--- src/rtl/tccw_pkg.sv ---
// Shared types and constants of the text console cell writer.
package tccw_pkg;

	localparam logic [7:0]  NEWLINE_CODE    = 8'h0A;
	localparam logic [7:0]  SPACE_CODE      = 8'h20;
	localparam logic [15:0] RESET_CELL      = 16'h0720;
	localparam logic [7:0]  RESET_ATTRIBUTE = 8'h07;

	typedef enum logic {
		ACT_PUT  = 1'b0,
		ACT_READ = 1'b1
	} action_t;

	// Commands from the sequencer to the address walker
	typedef struct packed {
		logic load;     // take the start address
		logic advance;  // step to the next address
	} walk_ctl_t;

endpackage

--- src/rtl/tccw_walker.sv ---
// Shared address walker: one counter and adder stepped through the screen memory.
module tccw_walker #(
	parameter int COLUMNS = 80,
	parameter int AW      = 11
) (
	input  logic                clk,
	input  logic                arst_n,
	input  tccw_pkg::walk_ctl_t ctl,
	input  logic [AW-1:0]       start,
	input  logic [AW-1:0]       stop,
	output logic [AW-1:0]       addr,
	output logic [AW-1:0]       src,
	output logic                last
);
	import tccw_pkg::*;

	logic [AW-1:0] cnt_q;
	logic [AW:0]   src_sum;

	// Source of a row copy sits one row further down
	assign src_sum = {1'b0, cnt_q} + (AW+1)'(COLUMNS);
	assign src     = src_sum[AW-1:0];
	assign addr    = cnt_q;
	assign last    = (cnt_q == stop);

	always_ff @(posedge clk or negedge arst_n) begin
		if (!arst_n) begin
			cnt_q <= '0;
		end else if (ctl.load) begin
			cnt_q <= start;
		end else if (ctl.advance) begin
			cnt_q <= cnt_q + AW'(1);
		end
	end

endmodule

--- config.mk ---
export PLATFORM = sky130hd
export DESIGN_NAME = tccw_walker
export DESIGN_NICKNAME = d
export VERILOG_FILES = /design/src/rtl/tccw_pkg.sv /design/src/rtl/tccw_walker.sv
export SDC_FILE = /design/constraint.sdc
export NUM_CORES = 1
export LEC_CHECK = 0
export BUFFER_PORTS_ARGS = -buffer_cell sky130_fd_sc_hd__buf_4
export CORE_AREA = 5 5 59 50
export CTS_CLUSTER_SIZE = 8
export DETAILED_ROUTE_END_ITERATION = 7
export DIE_AREA = 0 0 64 55
export PLACE_DENSITY = 0.78
export SLEW_MARGIN = 20
export SYNTH_ARGS = -nofsm -noshare
export SYNTH_HDL_FRONTEND = slang
export SYNTH_SLANG_ARGS = --single-unit
--- constraint.sdc ---
create_clock -name clk -period 1.5 [get_ports clk]
set_input_delay 0.075 -clock clk [delete_from_list [all_inputs] [get_ports clk]]
set_output_delay 0.075 -clock clk [all_outputs]
set_load 0.05 [all_outputs]
==> impl_metrics.ini <==
[outcome]
status = finished, violations left
violations = setup timing

[place]
dp_hpwl_um = 2172
portBuffers = 48
dpl_cell_area_sq_mm = 0.001345
place_congestion = 0.8501

[timing]
rsz0062_at_grt = yes
setup_viol = 5
worst_pin_slew_ns = 0.2586
fin_skew_ns = 0.001296
slew_violations = 0
max_freq_mhz = 638.7
holdWs_ns = 0.005457
finalHoldViolCount = 0
slew_headroom_pct = 82.61
period_needed_ns = 1.566
setup_ws_ns = -0.06566
period_share_pct = 104.4

[synth]
synth_nets = 130
synthTopCellsByArea = dfrtp_1 32%, xnor2_1 16%, nand2_1 4.8%
synth_top_area_cell = dfrtp_1
synth-seq-cells = 11
ys_async_sr_fraction_pct = 100.0
yosys-top-cells-count = 16 x xnor2_1, 11 x dfrtp_1, 11 x nand2_1
yosysUniqueCellTypes = 25
yosysTopAreaCellShare_pct = 32.02
syn_avg_cell_area_sq_um = 8.427
yosys_warnings = 0
netlist_instances = 102
syn_area_sq_um = 859.6
yosysSeqAreaShare_pct = 32.02
synthMostInstantiatedCell = xnor2_1
synth_edf_count = 0
ys.flop_type = dfrtp_1

[routing]
routed-via-count = 1022
wl_met2_um = 1731
drc_errors = 0
met3_wirelength_um = 272
wl_per_cell_um = 16.75
drt-initial-drc-count = 28
routed_wl_um = 3266
top_layer_used = met4
ant_nets = 0
avgViaCountPerCell = 5.241
dr.pass1.iters = 4
wl_met1_um = 1206

[grt]
track_usage_pct = 18.20
grt_max_degree = 19
grt_pass1_wl_um = 4940
first_global_vias = 1103
antenna_found_initial = 0
grt-ovfl-total = 0

[worst_hold_path]
min-delay-start = start[0]
holdPathEnd = addr[0]
hold_path.class = primary input to flop
whs_path_depth = 3

[die]
initial_utilization_pct = 36.70
dieArea_sq_mm = 0.003520
core_area_sq_mm = 0.002342
ios = 49
dieWidth_um = 64
rows = 16
dieHeight_um = 55

[pwr]
vdd_ir_drop_max_uv = 750.1
power.leakage_nw = 0.7275
powerDensity_mw_per_mm2 = 927.1

[critical_path]
reg2reg_slack_ns = -0.03
reg2reg_to = addr[8]
path_max_fanout = 5
end_kind = output port
cp.arrival_ns = 1.49
start_kind = flop
path_class = flop to output port
required_ns = 1.42
timing.rr.start = addr[4]
rr_worst_depth = 5

[clocking]
clk_path_buf_depth = 2
path_clk_slew_ns = 0.07
cts_buffers = 3
cts_tree = built
cts-root-buf = clkbuf_4
cts.sinks = 11
clock_latency_ns = 0.28
htreeDepth = 1

[flow_run]
maxCapViolCount = 0

[final_layout]
final_area_sq_mm = 0.001653
drive_above_1_share_pct = 64.29
fin_nets = 197
n_antenna_cell = 0
largest_register_ffs = 11
area_delta_synth_final_pct = 92.29
==> how the worst max path moves through the flow <==
stage | end | depth (start not counted) | startpoint | slack [ns]
after floorplan | last | 4 | addr[7] | -0.02
after global placement | addr[10] | 4 | addr[0] | 0.09
after detailed placement | addr[10] | 4 | addr[0] | 0.04
after CTS | last | 4 | addr[4] | -0.03
after global routing | last | 4 | addr[4] | -0.14
final | last | 4 | addr[4] | -0.07
==> cell type report <==
type                       instances  area [sq um]
clock buffer                       3         22.52
clock inverter                     1         5.005
fill                             172         689.4
inverter                           3         11.26
multi-input combinational         78         719.4
sequential                        11         291.5
tap                               27         33.78
timing repair buffer              72         569.3
==> stage by stage <==
stage / setup slack (ns) / std cells / setup TNS, ns / utilization, % / total power, W
after floorplan: -0.02157 / 102 / -0.04002 / - / 0.0009626
after global placement: 0.09070 / 170 / 0 / 57.43 / 0.001161
after detailed placement: 0.04413 / 170 / 0 / 57.43 / 0.001177
after CTS: -0.03270 / 193 / -0.09641 / 67.57 / 0.001490
after global routing: -0.1391 / 195 / -0.6929 / 70.57 / 0.001604
final: -0.06566 / 195 / -0.1533 / 70.57 / 0.001532
==> worst max-delay path, stage by stage, from the launching register on <==
cell and delay, ns:
dfrtp_2 0.48, xnor2_2 0.16, nand4_1 0.18, nor3_4 0.21
buf_6 0.18
==> metal layers <==
metal | track usage (%) | up-vias
li1 | - | 485
met4 | 6.228 | 0
met5 | 0 | -
met3 | 6.869 | 6
met1 | 17.86 | 485
met2 | 35.79 | 46
==> power breakdown <==
group          switching [W]  total (W)  internal (W)  leakage [nW]
clock network       0.000111   0.000210     0.0000990        0.0177
logic               0.000539   0.000919      0.000380         0.592
registers          0.0000663   0.000403      0.000337         0.118
==> kinds of logic (layout without fill, tap and decap cells) <==
family | Yosys count | count (layout) | synth area share (%)
compound gates | 17 | 17 | 12.08
xor+xnor | 20 | 20 | 20.38
fa+ha+maj | 2 | 2 | 2.911
buf+inv | 13 | 79 | 8.006
flops | 11 | 11 | 32.02
mux | 1 | 1 | 1.165
simple gates | 38 | 38 | 23.44
==> repair_timing <==
action | CTS | global route
pin swaps | 7 | 8
hold buffers | 4 | 0
endpoints found under the setup margin | 5 | 11
hold endpoints to repair | 14 | 0
gates cloned | 0 | 0
resized for setup | 13 | 10
buffers inserted | 15 | 2
==> layout by cell type (no fill, tap or decap), types with 2 or more instances in the layout <==
cell type and count:
buf_4 63, nor2_4 2, dfrtp_2 10, or4_1 4, xnor2_1 8, xor2_4 2
nand2_1 10, nand3_1 5, o21ai_0 6, buf_6 5, xor2_1 2, o211ai_1 2
inv_1 2, dlygate4sd3_1 4, nand3_2 2, xnor2_2 8, nor2_1 3, ha_4 2
o31ai_1 3, nand4_1 3, a31oi_1 3, clkbuf_4 3
Note: power is estimated with default switching activity, not from simulation.
